===== src/rtl/core/lzb_pkg.sv =====
// ----------------------------------------------------------------------------
// lzb_pkg
// Shared types and constants for the LZ4 block decompressor.
// ----------------------------------------------------------------------------
package lzb_pkg;

  localparam int unsigned HIST_DEPTH = 65536;
  localparam int unsigned HIST_AW    = $clog2(HIST_DEPTH);

  // Operation codes carried in the input tuser.
  localparam logic OP_BYTE  = 1'b0;
  localparam logic OP_DRAIN = 1'b1;

  // One input beat as it waits in the front queue.
  typedef struct packed {
    logic       op;
    logic [7:0] data;
    logic       last;
  } in_item_t;

  // One decoded step handed from the parser to the copy stage.
  typedef struct packed {
    logic [7:0]         lit_byte;
    logic               use_hist;
    logic               bad;
    logic               emit;
    logic               block_end;
    logic               refused;
    logic [HIST_AW-1:0] raddr;
    logic [HIST_AW-1:0] waddr;
  } step_t;

  // One result beat.
  typedef struct packed {
    logic [7:0] data;
    logic       valid;
    logic       block_end;
    logic       refused;
    logic       bad;
  } out_item_t;

endpackage


===== src/rtl/core/lzb_in_queue.sv =====
// ----------------------------------------------------------------------------
// lzb_in_queue
// Two-entry queue that decouples the input stream from the parser.
// ----------------------------------------------------------------------------
module lzb_in_queue
  import lzb_pkg::*;
(
  input  logic     clk_i,
  input  logic     rst_ni,
  input  logic     push_i,
  input  in_item_t push_item_i,
  output logic     full_o,
  input  logic     pop_i,
  output logic     avail_o,
  output in_item_t pop_item_o
);

  in_item_t   mem_q [2];
  logic       wr_ptr_q, rd_ptr_q;
  logic [1:0] count_q;

  assign full_o     = count_q == 2'd2;
  assign avail_o    = count_q != 2'd0;
  assign pop_item_o = mem_q[rd_ptr_q];

  // Storage for queued beats.
  always_ff @(posedge clk_i) begin
    if (push_i) begin
      mem_q[wr_ptr_q] <= push_item_i;
    end
  end

  // Pointers and fill count.
  always_ff @(posedge clk_i or negedge rst_ni) begin
    if (!rst_ni) begin
      wr_ptr_q <= 1'b0;
      rd_ptr_q <= 1'b0;
      count_q  <= 2'd0;
    end else begin
      if (push_i) wr_ptr_q <= ~wr_ptr_q;
      if (pop_i)  rd_ptr_q <= ~rd_ptr_q;
      if (push_i && !pop_i)      count_q <= count_q + 2'd1;
      else if (pop_i && !push_i) count_q <= count_q - 2'd1;
    end
  end

endmodule


===== config.mk =====
export PLATFORM = sky130hd
export DESIGN_NAME = lzb_in_queue
export DESIGN_NICKNAME = d
export VERILOG_FILES = /design/src/rtl/core/lzb_pkg.sv /design/src/rtl/core/lzb_in_queue.sv
export SDC_FILE = /design/constraint.sdc
export NUM_CORES = 1
export LEC_CHECK = 0
export ABC_AREA = 1
export BUFFER_PORTS_ARGS = -buffer_cell sky130_fd_sc_hd__buf_2
export CAP_MARGIN = 30
export CORE_MARGIN = 3
export CORE_UTILIZATION = 50
export CTS_BUF_LIST = sky130_fd_sc_hd__clkbuf_8
export DETAILED_ROUTE_END_ITERATION = 6
export GPL_TIMING_DRIVEN = 0
export HOLD_SLACK_MARGIN = 0.06
export PLACE_DENSITY = 0.76
export SLEW_MARGIN = 20
export SYNTH_ARGS = -nofsm -noshare
export SYNTH_HDL_FRONTEND = slang
export SYNTH_SLANG_ARGS = --single-unit

===== constraint.sdc =====
create_clock -name clk_i -period 2.4 [get_ports clk_i]
set_input_delay 0.72 -clock clk_i [delete_from_list [all_inputs] [get_ports clk_i]]
set_output_delay 0.72 -clock clk_i [all_outputs]
set_load 0.1 [all_outputs]

==> flow_summary.toml, run 1 <==
[status]
outcome = "finished, final reports clean"

[clock_network]
cts_tree = "yes"
path_clk_slew_ns = 0.08
clockBufferDepth = 2
holdBufCountCts = 0
insertion_delay_ns = 0.26
h-tree-depth = 1
ctsResizeCount = 0
cts_buffers = 3
post_cts_buffers = 0
root_buffer = "clkbuf_8"
clock_sinks = 24

[floorplanning]
die_y_um = 49.93
fp.coreArea_um2 = 1783
die_area_um2 = 2493
io_pins = 26
row_count = 15
start_util = 0.5411
die_w_um = 49.93

[logic_synthesis]
synth_top_cell_by_area = "edfxtp_1"
synthArstFlopShare = 0.1667
ys_types = 13
synth.yosys.seq_area_share = 0.7263
synthCells = 56
synth_simple_gate_area_frac = 0.04280
synth-compound-area-share = 0
ys.flop_type = "edfxtp_1"
syn-num-nets = 71
ys_top_cells_by_area = "edfxtp_1 (62%), mux2_4 (14%), dfrtp_1 (10%), inv_1 (2.7%), nand2_1 (2.3%)"
synth-seq-cells = 24
yosys_warnings = 0
yosysMostFrequentCell = "edfxtp_1"
muxShareOfSynthArea = 0.1518
ys_top_cells_by_count = "edfxtp_1 (20), mux2_4 (9), inv_1 (7)"
synth_xor_area_frac = 0.02724
syn_area_per_cell_um2 = 17.23
synth_top_area_frac = 0.6226
synth_edf_count = 20
synthAdderAreaFrac = 0.01297
synth_top_family_by_area = "multiplexers"
synth_area_um2 = 964.7

[final_layout]
drive_gt1_frac = 0.4588
n_antenna_cell = 0
nNetsFinal = 101
multi_input_area_um2 = 226.5
area_growth_pct = 20.88
fill_cells = 141
layout.area.seq_um2 = 700.7

[setup_path]
path_class = "reg -> out"
crit_required_ns = 1.68
crit_path_start = "rd_ptr_q$_DFFE_PN0P_"
crit_fanout = 10
startpoint_type = "register"
worst_r2r_path_depth = 1
r2r-start = "wr_ptr_q$_DFFE_PN0P_"
arrival_ns = 1.44
endpoint_kind = "output port"

[detailed_routing]
ant_nets = 0
wl_per_cell_um = 12.35
vias_per_cell = 4.764
dr.first_iter.drc_count = 14
drcViolationCount = 0
dr.pass1.iters = 4
drt_wl_total_um = 1358
num_vias = 524

[global_routing]
track_usage = 0.1220
first_global_vias = 474
grt_max_degree = 14
grt_pass1_wl_um = 2111
gr-total-overflow = 0
antenna_found_initial = 0

[sta]
setup_tns_ns = 0
clock_skew_ns = 0.003512
max_slew.worst_pin.slew_ns = 0.8270
maxSlewViolCount = 0
finalHoldViolations = 0
max_freq_mhz = 464.0
relSlewSlack = 0.4466
fin_crit_sh = 0.8980
rsz0062_at_grt = "false"
min_period_ns = 2.155
setup_violations = 0

[job]
drv_cap = 0

[placed_design]
globalplace.congestion = 0.7022
hpwl_um = 991.3
io_buffers = 25

[hold_path]
hp-class = "in -> async"
cell families after synthesis:
| kind of cell | count (synthesis) |
|---|---|
| xor gates and xnor gates | 3 |
| muxes | 10 |
| and+or+nand+nor | 10 |
| adders and majority gates | 1 |
| buffers and inverters | 8 |
| DFF | 24 |
flip-flops by register name, summed over array words and instances (netlist names):
name / flops
mem_q: 20
wr_ptr_q: 1
rd_ptr_q: 1
count_q: 2
cell usage in the layout, fill, tap and decap left out, drive strengths merged:
master,netlist,final
edfxtp,20,20
ha,1,1
dfrtp,4,4
nand2,6,6
mux2,10,10
buf,1,26
nand4,1,1
inv,7,8
nor2,2,2
clkbuf,0,3
xor2,2,2
xnor2,1,1
nand3,1,1
metrics by stage:
step | instance area, um2 | utilization | instances | hold slack, ns | setup slack [ns]
after global placement | 1121 | 0.6288 | 106 | 0.4552 | 0.4958
after global routing | 1166 | 0.6540 | 110 | 0.2509 | 0.1889
after detailed placement | 1121 | 0.6288 | 106 | 0.4639 | 0.4940
final | 1166 | 0.6540 | 110 | 0.2534 | 0.2448
after CTS | 1166 | 0.6540 | 110 | 0.2488 | 0.2274
after floorplan | 964.7 | - | 56 | 0.4244 | 0.01114
metal layers:
metal  up-vias  GRT usage  share of wire  wire, um
li1        253          -              -         -
met1       246     0.1368           0.41       562
met2        21     0.2048           0.52       701
met3         4    0.02719          0.051        69
met4         0    0.08295          0.018        25
met5         -          0              0         0
worst paths after layout:
check | slack (ns) | endpoint
max reg2reg | 0.97 | mem_q[0][5]$_DFFE_PP_
min | 0.25 | count_q[0]$_DFFE_PN0P_
min in group clk_i | 0.48 | count_q[1]$_DFFE_PN0P_
max | 0.24 | pop_item_o[4]
max in group asynchronous | 2.03 | count_q[1]$_DFFE_PN0P_
min reg2reg | 0.48 | count_q[1]$_DFFE_PN0P_
final cells by class:
class                      count  area share
tap                           25     0.02682
timing repair buffer          25      0.1073
clock buffer                   3     0.03541
buffer                         1    0.009657
clock inverter                 1    0.003219
multi-input combinational     24      0.1942
inverter                       7     0.02253
sequential                    24      0.6009
worst max-delay path, stage by stage (launching register included):
cell     delay (ns)
dfrtp_1        0.39
buf_6          0.16
mux2_4         0.20
buf_2          0.42
Power of run 1 is not shown: default switching activity piles up to over one toggle a cycle in this logic, so the estimate is an artifact.
==> run 2: changes to the inputs <==
--- a/config.mk
+++ b/config.mk
@@ -15,7 +15,8 @@
 export GPL_TIMING_DRIVEN = 0
 export HOLD_SLACK_MARGIN = 0.06
 export PLACE_DENSITY = 0.76
-export SLEW_MARGIN = 20
+export REMOVE_ABC_BUFFERS = 1
+export SKIP_LAST_GASP = 1
 export SYNTH_ARGS = -nofsm -noshare
 export SYNTH_HDL_FRONTEND = slang
 export SYNTH_SLANG_ARGS = --single-unit
==> flow_summary.toml, run 2 (synthesized netlist as in run 1, its figures left out) <==
[global_routing]
first_global_vias = 506
grt_max_degree = 14
antenna_found_initial = 0
grt_pass1_wl_um = 2221
track_usage = 0.1278
met3_usage = 0.03021
grt.busiest_layer = "met2"
met1_usage = 0.1426
use_met2 = 0.2093
gr-total-overflow = 0

[floorplanning]
die_w_um = 49.93
fp.coreArea_um2 = 1783
start_util = 0.5411
die_area_um2 = 2493
io_pins = 26
die_y_um = 49.93
row_count = 15

[setup_path]
startpoint_type = "register"
arrival_ns = 1.50
crit_required_ns = 1.68
crit_fanout = 11
slowest_stage = "dfrtp_2"
worst_r2r_path_depth = 1
crit_chain = "mux2_2 > buf_2"
path_class = "reg -> out"
reg2reg_setup_slack_ns = 0.99
endpoint_kind = "output port"
cpPeakStageDelay_ns = 0.58

[final_layout]
final_cells = 109
nNetsFinal = 100
largest_reg_flops = 20
final_util = 0.6484
reg.largest.list = "mem_q x20, count_q x2"
final_common_cell = "buf_2"
area_growth_pct = 19.84
layout_common_cells = "buf_2 (25), edfxtp_1 (20), mux2_4 (9)"
drive_gt1_frac = 0.4643
n_antenna_cell = 0
fill_cells = 154
largest-register = "mem_q"

[detailed_routing]
ant_nets = 0
wl_per_cell_um = 11.92
drcViolationCount = 0
num_vias = 515
dr.pass1.iters = 3
vias_per_cell = 4.725
dr.first_iter.drc_count = 2
drt_wl_total_um = 1299

[sta]
min_period_ns = 2.223
rsz0062_at_grt = "false"
fin_crit_sh = 0.9261
relSlewSlack = 0.4665
max_freq_mhz = 449.9
setup_tns_ns = 0
max_slew.worst_pin.slew_ns = 0.7973
holdWs_ns = 0.2505
clock_skew_ns = 0.001602
finalHoldViolations = 0
maxSlewViolCount = 0
setup_violations = 0

[placed_design]
hpwl_um = 941.3
globalplace.congestion = 0.6128
post-place-cells = 105
io_buffers = 25

[status]
outcome = "finished, final reports clean"

[clock_network]
cts_buffers = 3
path_clk_slew_ns = 0.08
h-tree-depth = 1
clockBufferDepth = 2
post_cts_buffers = 0
root_buffer = "clkbuf_8"
clock_sinks = 24
cts_tree = "yes"
insertion_delay_ns = 0.26

[job]
drv_cap = 0

[hold_path]
hp-class = "in -> async"
run 2: changes by cell type in the layout (fill, tap and decap cells not counted):
cell	change
clkinv_1	+1
dfrtp_1	-1
dfrtp_2	+1
buf_6	-1
inv_1	-1
run 2: worst paths after layout:
| kind | startpoint | end |
|---|---|---|
| min in group clk_i | count_q[1]$_DFFE_PN0P_ | count_q[1]$_DFFE_PN0P_ |
| worst min register to register | count_q[1]$_DFFE_PN0P_ | count_q[1]$_DFFE_PN0P_ |
| worst min-delay path | rst_ni | wr_ptr_q$_DFFE_PN0P_ |
| worst max-delay path | rd_ptr_q$_DFFE_PN0P_ | pop_item_o[2] |
| max in group asynchronous | rst_ni | rd_ptr_q$_DFFE_PN0P_ |
| worst max register to register | wr_ptr_q$_DFFE_PN0P_ | mem_q[0][2]$_DFFE_PP_ |
run 2: layer usage:
| metal | vias up | share of wire |
|---|---|---|
| met5 | - | 0 |
| met3 | 5 | 0.059 |
| met4 | 0 | 0.034 |
| met1 | 245 | 0.41 |
| met2 | 16 | 0.49 |
| li1 | 249 | - |
run 2: timing repair:
item,in CTS,in global routing
hold buffers,0,0
gates resized for setup,1,0
setup endpoints to repair,10,0
run 2: per-stage QoR:
step / setup slack, ns / cell area, um2
floorplan: 0.01114 / 953.4
global placement: 0.2566 / 1110
detailed placement: 0.2486 / 1110
CTS: 0.1495 / 1156
global route: 0.1117 / 1156
finish: 0.1773 / 1156
run 2: cell type report:
| type | count | area, um2 | share of cell area |
|---|---|---|---|
| Timing Repair Buffer | 25 | 125.1 | 0.1082 |
| Inverter | 7 | 26.28 | 0.02273 |
| Sequential cell | 24 | 701.9 | 0.6071 |
| Tap cell | 25 | 31.28 | 0.02706 |
| Clock buffer | 3 | 41.29 | 0.03571 |
| Clock inverter | 1 | 3.754 | 0.003247 |
| Multi-Input combinational cell | 24 | 226.5 | 0.1959 |
run 2: critical path, delay by kind of cell (launching register included):
family	cells	cell delay [ns]
DFF	1	0.58
buffers and inverters	1	0.29
muxes	1	0.37
Power of run 2 is left out for the same reason.
