$ cat config.mk
export PLATFORM = sky130hd
export DESIGN_NAME = lzb_parser
export DESIGN_NICKNAME = d
export VERILOG_FILES = /design/src/rtl/core/lzb_pkg.sv /design/src/rtl/core/lzb_parser.sv
export SDC_FILE = /design/constraint.sdc
export NUM_CORES = 1
export LEC_CHECK = 0
export ABC_AREA = 0
export BUFFER_PORTS_ARGS = -buffer_cell sky130_fd_sc_hd__buf_2
export CAP_MARGIN = 20
export CORE_MARGIN = 2
export CORE_UTILIZATION = 45
export CTS_CLUSTER_SIZE = 14
export DETAILED_ROUTE_END_ITERATION = 8
export SETUP_SLACK_MARGIN = 0.4
export SLEW_MARGIN = 0
export SYNTH_ARGS = -nofsm -noshare
export SYNTH_HDL_FRONTEND = slang
export SYNTH_SLANG_ARGS = --single-unit
$ cat constraint.sdc
create_clock -name clk_i -period 4.35 [get_ports clk_i]
set_input_delay 0.87 -clock clk_i [delete_from_list [all_inputs] [get_ports clk_i]]
set_output_delay 0.87 -clock clk_i [all_outputs]
set_load 0.01 [all_outputs]
$ cat src/rtl/core/lzb_pkg.sv
// ----------------------------------------------------------------------------
// lzb_pkg
// Shared types and constants for the LZ4 block decompressor.
// ----------------------------------------------------------------------------
package lzb_pkg;

  localparam int unsigned HIST_DEPTH = 65536;
  localparam int unsigned HIST_AW    = $clog2(HIST_DEPTH);

  // Operation codes carried in the input tuser.
  localparam logic OP_BYTE  = 1'b0;
  localparam logic OP_DRAIN = 1'b1;

  // One input beat as it waits in the front queue.
  typedef struct packed {
    logic       op;
    logic [7:0] data;
    logic       last;
  } in_item_t;

  // One decoded step handed from the parser to the copy stage.
  typedef struct packed {
    logic [7:0]         lit_byte;
    logic               use_hist;
    logic               bad;
    logic               emit;
    logic               block_end;
    logic               refused;
    logic [HIST_AW-1:0] raddr;
    logic [HIST_AW-1:0] waddr;
  } step_t;

  // One result beat.
  typedef struct packed {
    logic [7:0] data;
    logic       valid;
    logic       block_end;
    logic       refused;
    logic       bad;
  } out_item_t;

endpackage

$ cat src/rtl/core/lzb_parser.sv
// ----------------------------------------------------------------------------
// lzb_parser
// Parses LZ4 sequences; tracks lengths, offsets and history pointers; issues
// one step per accepted beat to the copy stage, none for a drain without copy.
// ----------------------------------------------------------------------------
module lzb_parser
  import lzb_pkg::*;
(
  input  logic        clk_i,
  input  logic        rst_ni,
  input  logic        cfg_we_i,
  input  logic [31:0] cfg_wdata_i,
  input  logic        take_i,
  input  in_item_t    item_i,
  output logic        step_valid_o,
  output step_t       step_o
);

  localparam logic [2:0] PhToken    = 3'd0;
  localparam logic [2:0] PhLitExt   = 3'd1;
  localparam logic [2:0] PhLiteral  = 3'd2;
  localparam logic [2:0] PhOffLo    = 3'd3;
  localparam logic [2:0] PhOffHi    = 3'd4;
  localparam logic [2:0] PhMatchExt = 3'd5;

  logic [31:0]        max_len_q;
  logic [2:0]         phase_q, phase_d;
  logic [31:0]        lit_left_q, lit_left_d;
  logic [31:0]        match_left_q, match_left_d;
  logic [3:0]         nibble_q, nibble_d;
  logic [15:0]        offset_q, offset_d;
  logic [31:0]        produced_q, produced_d;
  logic [HIST_AW-1:0] wptr_q, wptr_d;
  logic               new_block_q, new_block_d;

  logic               pending;
  logic [31:0]        eff_produced;
  logic [HIST_AW-1:0] eff_wptr;
  logic               can_emit;
  logic [32:0]        lit_sum;
  logic [31:0]        lit_sat;
  logic [8:0]         match_inc;
  logic [32:0]        match_sum;
  logic [31:0]        match_sat;

  assign pending = (phase_q == PhToken) && (match_left_q != 32'd0);

  // A new block restarts the output count and history pointer.
  assign eff_produced = new_block_q ? 32'd0 : produced_q;
  assign eff_wptr     = new_block_q ? '0 : wptr_q;
  assign can_emit     = (item_i.op == OP_DRAIN) ? (produced_q < max_len_q)
                                                : (eff_produced < max_len_q);

  // Saturating length accumulators; a closing match byte also adds four.
  assign lit_sum   = {1'b0, lit_left_q} + {25'd0, item_i.data};
  assign lit_sat   = lit_sum[32] ? 32'hffff_ffff : lit_sum[31:0];
  assign match_inc = {1'b0, item_i.data} + ((item_i.data != 8'hff) ? 9'd4 : 9'd0);
  assign match_sum = {1'b0, match_left_q} + {24'd0, match_inc};
  assign match_sat = match_sum[32] ? 32'hffff_ffff : match_sum[31:0];

  // Next-state and step decode.
  always_comb begin
    phase_d      = phase_q;
    lit_left_d   = lit_left_q;
    match_left_d = match_left_q;
    nibble_d     = nibble_q;
    offset_d     = offset_q;
    produced_d   = produced_q;
    wptr_d       = wptr_q;
    new_block_d  = new_block_q;
    step_valid_o = 1'b0;
    step_o       = '0;
    step_o.raddr = wptr_q - offset_q[HIST_AW-1:0];
    step_o.waddr = wptr_q;

    if (item_i.op == OP_DRAIN) begin
      if (pending) begin
        step_valid_o    = 1'b1;
        step_o.bad      = (offset_q == 16'd0) || ({16'd0, offset_q} > produced_q);
        step_o.use_hist = !step_o.bad;
        step_o.emit     = can_emit;
        match_left_d    = match_left_q - 32'd1;
        if (can_emit) begin
          wptr_d     = wptr_q + 1'b1;
          produced_d = produced_q + 32'd1;
        end
      end
    end else if (pending) begin
      step_valid_o   = 1'b1;
      step_o.refused = 1'b1;
    end else begin
      step_valid_o = 1'b1;
      new_block_d  = 1'b0;
      produced_d   = eff_produced;
      wptr_d       = eff_wptr;
      step_o.waddr = eff_wptr;
      case (phase_q)
        PhToken: begin
          lit_left_d = {28'd0, item_i.data[7:4]};
          nibble_d   = item_i.data[3:0];
          if (item_i.data[7:4] == 4'hf)      phase_d = PhLitExt;
          else if (item_i.data[7:4] != 4'd0) phase_d = PhLiteral;
          else                               phase_d = PhOffLo;
        end
        PhLitExt: begin
          lit_left_d = lit_sat;
          if (item_i.data != 8'hff) begin
            phase_d = (lit_sat != 32'd0) ? PhLiteral : PhOffLo;
          end
        end
        PhLiteral: begin
          step_o.lit_byte = item_i.data;
          step_o.emit     = can_emit;
          if (can_emit) begin
            wptr_d     = eff_wptr + 1'b1;
            produced_d = eff_produced + 32'd1;
          end
          if (lit_left_q != 32'd0) lit_left_d = lit_left_q - 32'd1;
          if (lit_left_q <= 32'd1) phase_d = PhOffLo;
        end
        PhOffLo: begin
          offset_d = {8'd0, item_i.data};
          phase_d  = PhOffHi;
        end
        PhOffHi: begin
          offset_d = {item_i.data, offset_q[7:0]};
          if (nibble_q == 4'hf) begin
            match_left_d = 32'd15;
            phase_d      = PhMatchExt;
          end else begin
            match_left_d = {28'd0, nibble_q} + 32'd4;
            phase_d      = PhToken;
          end
        end
        default: begin
          match_left_d = match_sat;
          if (item_i.data != 8'hff) phase_d = PhToken;
        end
      endcase
      // The last byte closes the block and drops an unfinished sequence.
      if (item_i.last) begin
        step_o.block_end = 1'b1;
        new_block_d      = 1'b1;
        if (phase_d != PhToken) begin
          phase_d      = PhToken;
          match_left_d = 32'd0;
        end
        lit_left_d = 32'd0;
        nibble_d   = 4'd0;
      end
    end
  end

  // Parser state and the output limit register.
  always_ff @(posedge clk_i or negedge rst_ni) begin
    if (!rst_ni) begin
      max_len_q    <= 32'hffff_ffff;
      phase_q      <= PhToken;
      lit_left_q   <= 32'd0;
      match_left_q <= 32'd0;
      nibble_q     <= 4'd0;
      offset_q     <= 16'd0;
      produced_q   <= 32'd0;
      wptr_q       <= '0;
      new_block_q  <= 1'b1;
    end else begin
      if (cfg_we_i) max_len_q <= cfg_wdata_i;
      if (take_i) begin
        phase_q      <= phase_d;
        lit_left_q   <= lit_left_d;
        match_left_q <= match_left_d;
        nibble_q     <= nibble_d;
        offset_q     <= offset_d;
        produced_q   <= produced_d;
        wptr_q       <= wptr_d;
        new_block_q  <= new_block_d;
      end
    end
  end

endmodule

==> reports/results.ini <==
[placement]
port_buffers=91
dp_slack_ns=0.0844
place_area_sq_mm=0.0171
dpl.hpwl_um=38500
place_congestion=0.930

[setup_path]
r2r_slack_ns=0.23
r2r_start=new_block_q
rr_endpoint=produced_q[30]
cp-start-kind=flip-flop
cp_top_family=compound AO/OA/AOI/OAI gates
crit_buf_inv=1
worst-path-stages=10
worst-path-max-fanout=6
setup.worst_path.class=reg2out
cp-end-kind=primary output
critical_path.max_stage_delay_ns=0.62
crit_top_cell=o311ai_4
crit_arrival_ns=3.39
worstSetupEndpoint=step_o[34]
worstPathCellList=nor2_2, ha_1, a211o_1, or3_4, o311ai_4, nand4_1, o311ai_4, nor2_4, a21oi_4, buf_6
startpoint=new_block_q
worst_r2r_path_depth=14
cp.required_ns=3.48
critPathSlowestCell=dfstp_2

[sta]
fin_crit_ns=4.26
setup_ws_ns=0.0861
timing.fmax_mhz=235
hold_viol=0
maxSlewHeadroom=0.160
setup_viol=0
rsz0062_at_grt=true
setup-tns-final_ns=0
slew_violations=0
fin_crit_sh=0.980
clock_skew_ns=0.0119
worst_pin_slew_ns=1.25

[floorplan]
die_area_sq_mm=0.0366
coreArea_sq_mm=0.0345
io_pins=92
die_width_um=191
fp.dieH_um=191
start_util=0.457
placementRows=68

[clocking]
cts-hold-fix-buffers=0
htree_num_levels=4
cts_max_path_buffers=2
tritoncts=built
cts_sinks=168
clock_latency_ns=0.46
clk_pin_slew_ns=0.08
numCtsBuffers=17
clockRootBuffer=clkbuf_16

[synthesis]
synth_most_common_cell=nand2_1
netlist_instances=2082
synth_nets=2260
synth_common_cells=nand2_1 (225), o21ai_0 (187), nor2_1 (158), a21oi_1 (143), dfrtp_1 (135)
syn_avg_cell_area_sq_um=7.59
synth_top_area_frac=0.214
synth_cell_type_count=85
synth_area_sq_mm=0.0158
synth_top_area_cell=dfrtp_1
synth_seq_cells=168
yosys_warnings=0
async_flop_share=1.00
synth_seq_area_share=0.269
synth_edf_count=0
ys_top_cells_by_area=dfrtp_1 (21%), ha_1 (10%), o21ai_0 (5.9%)
synth_ff_type=dfrtp_1

[final_layout]
fill_cells=3366
layout-drive-gt1-share=0.188
regArea_sq_mm=0.00425
syn_to_final_growth_pct=18.3
design_area_sq_mm=0.0187
utilization=0.541
num_antenna_cells=0
nets=2369
multiInputGateArea_sq_mm=0.0111

[power_and_ir_drop]
p_sw_mw=4.35
combPwrFrac=0.562
power_frac_seq=0.264
powerDensity_mw_per_mm2=488
p_int_mw=4.77
clkPwrFrac=0.174
sw_frac_of_total=0.477
p_total_mw=9.12
ir_drop_mv=0.353
power.leakage_nw=7.95

[routing]
ant_nets=0
drt-vias-per-instance=6.36
wl_per_cell_um=20.6
drc=0
vias=16900
firstDrtPassIters=6
drtIter0Drc=1399
drt-total-wl_um=54800

[grt]
grt_pass1_wl_um=85200
grt_max_degree=90
antenna_found_initial=0
grt_pass1_vias=15800
gr-total-overflow=0
grtUsageTotal=0.293

[run_status]
status=finished, final reports clean

[worst_hold_path]
hold_class=in2async

[job]
drv_cap=0

registers in the layout (all words and copies together) (netlist names):
name / count
match_left_q: 32
offset_q: 16
new_block_q: 1
max_len_q: 32
nibble_q: 4
lit_left_q: 32
produced_q: 32
phase_q: 3
wptr_q: 16
cell families (layout without fill, tap and decap cells):
family                   count (synthesis)  count (layout)  share of synthesized area
AO/OA/AOI/OAI                          646             646                      0.265
adder cells (fa/ha/maj)                132             132                      0.106
multiplexers                            26              26                     0.0173
XOR/XNOR                                39              39                     0.0216
buffers and inverters                  250             371                     0.0605
AND/OR/NAND/NOR                        821             822                      0.260
flip-flops                             168             168                      0.269
repair_timing:
item                                   4_1_cts  5_1_grt
setup buffers                                5       41
gates cloned                                 0        6
setup endpoints to repair                   57       84
pin swaps                                    7       36
endpoints found under the hold margin        0        0
resized for setup                           22      101
placed cells by master, fill, tap and decap left out, drive strengths merged, types with 12 or more instances in the layout:
cell type  count
mux2i         16
a31oi         23
nor2b         29
a211oi        14
xor2          17
or2           12
o221ai        17
o31ai         30
nor3          72
o21ai        190
buf          222
nor2         159
nand2        225
and2          24
or4           18
o22ai         22
dfstp         33
clkbuf        22
ha           128
dfrtp        135
nor4          43
or3           26
inv          121
xnor2         22
nand3         84
a21oi        143
o41ai         14
nand4         59
nand2b        16
a21o          31
o211ai        19
a22o          19
o21a          18
and3          25
power by group through the flow:
stage	clock network [mW]	logic (mW)	registers, mW
finish	1.59	5.12	2.41
global route	1.68	5.61	2.46
CTS	1.62	4.48	2.39
detailed placement	0	4.36	2.42
global placement	0	4.30	2.41
floorplan	0	3.20	2.16
layer usage:
layer	wire, um	vias up	track usage
met1	23400	8153	0.380
met2	26000	684	0.488
met3	3660	127	0.0453
met4	1740	0	0.112
li1	-	7957	-
met5	0	-	0
worst min path at each step:
stage / start / to / slack (ns)
3_3_place_gp: nibble_q[3] / nibble_q[3] / 0.51
2_1_floorplan: nibble_q[3] / nibble_q[3] / 0.48
6_report: rst_ni / lit_left_q[25] / 0.53
5_1_grt: nibble_q[3] / nibble_q[3] / 0.57
4_1_cts: nibble_q[3] / nibble_q[3] / 0.54
3_5_place_dp: nibble_q[3] / nibble_q[3] / 0.51
per-stage QoR:
step,instances,hold WS [ns]
6_report,2659,0.527
5_1_grt,2659,0.568
4_1_cts,2612,0.535
3_5_place_dp,2575,0.514
3_3_place_gp,2574,0.508
2_1_floorplan,2082,0.476
cell type report:
class,instances,share of cell area
multi-input cells,1665,0.595
flip-flops and latches,168,0.227
repair buffers,227,0.0928
well taps,455,0.0305
inverters,112,0.0228
clock buffers,17,0.0228
clock inverters,15,0.00823
Power figures use the tool's default switching activity.
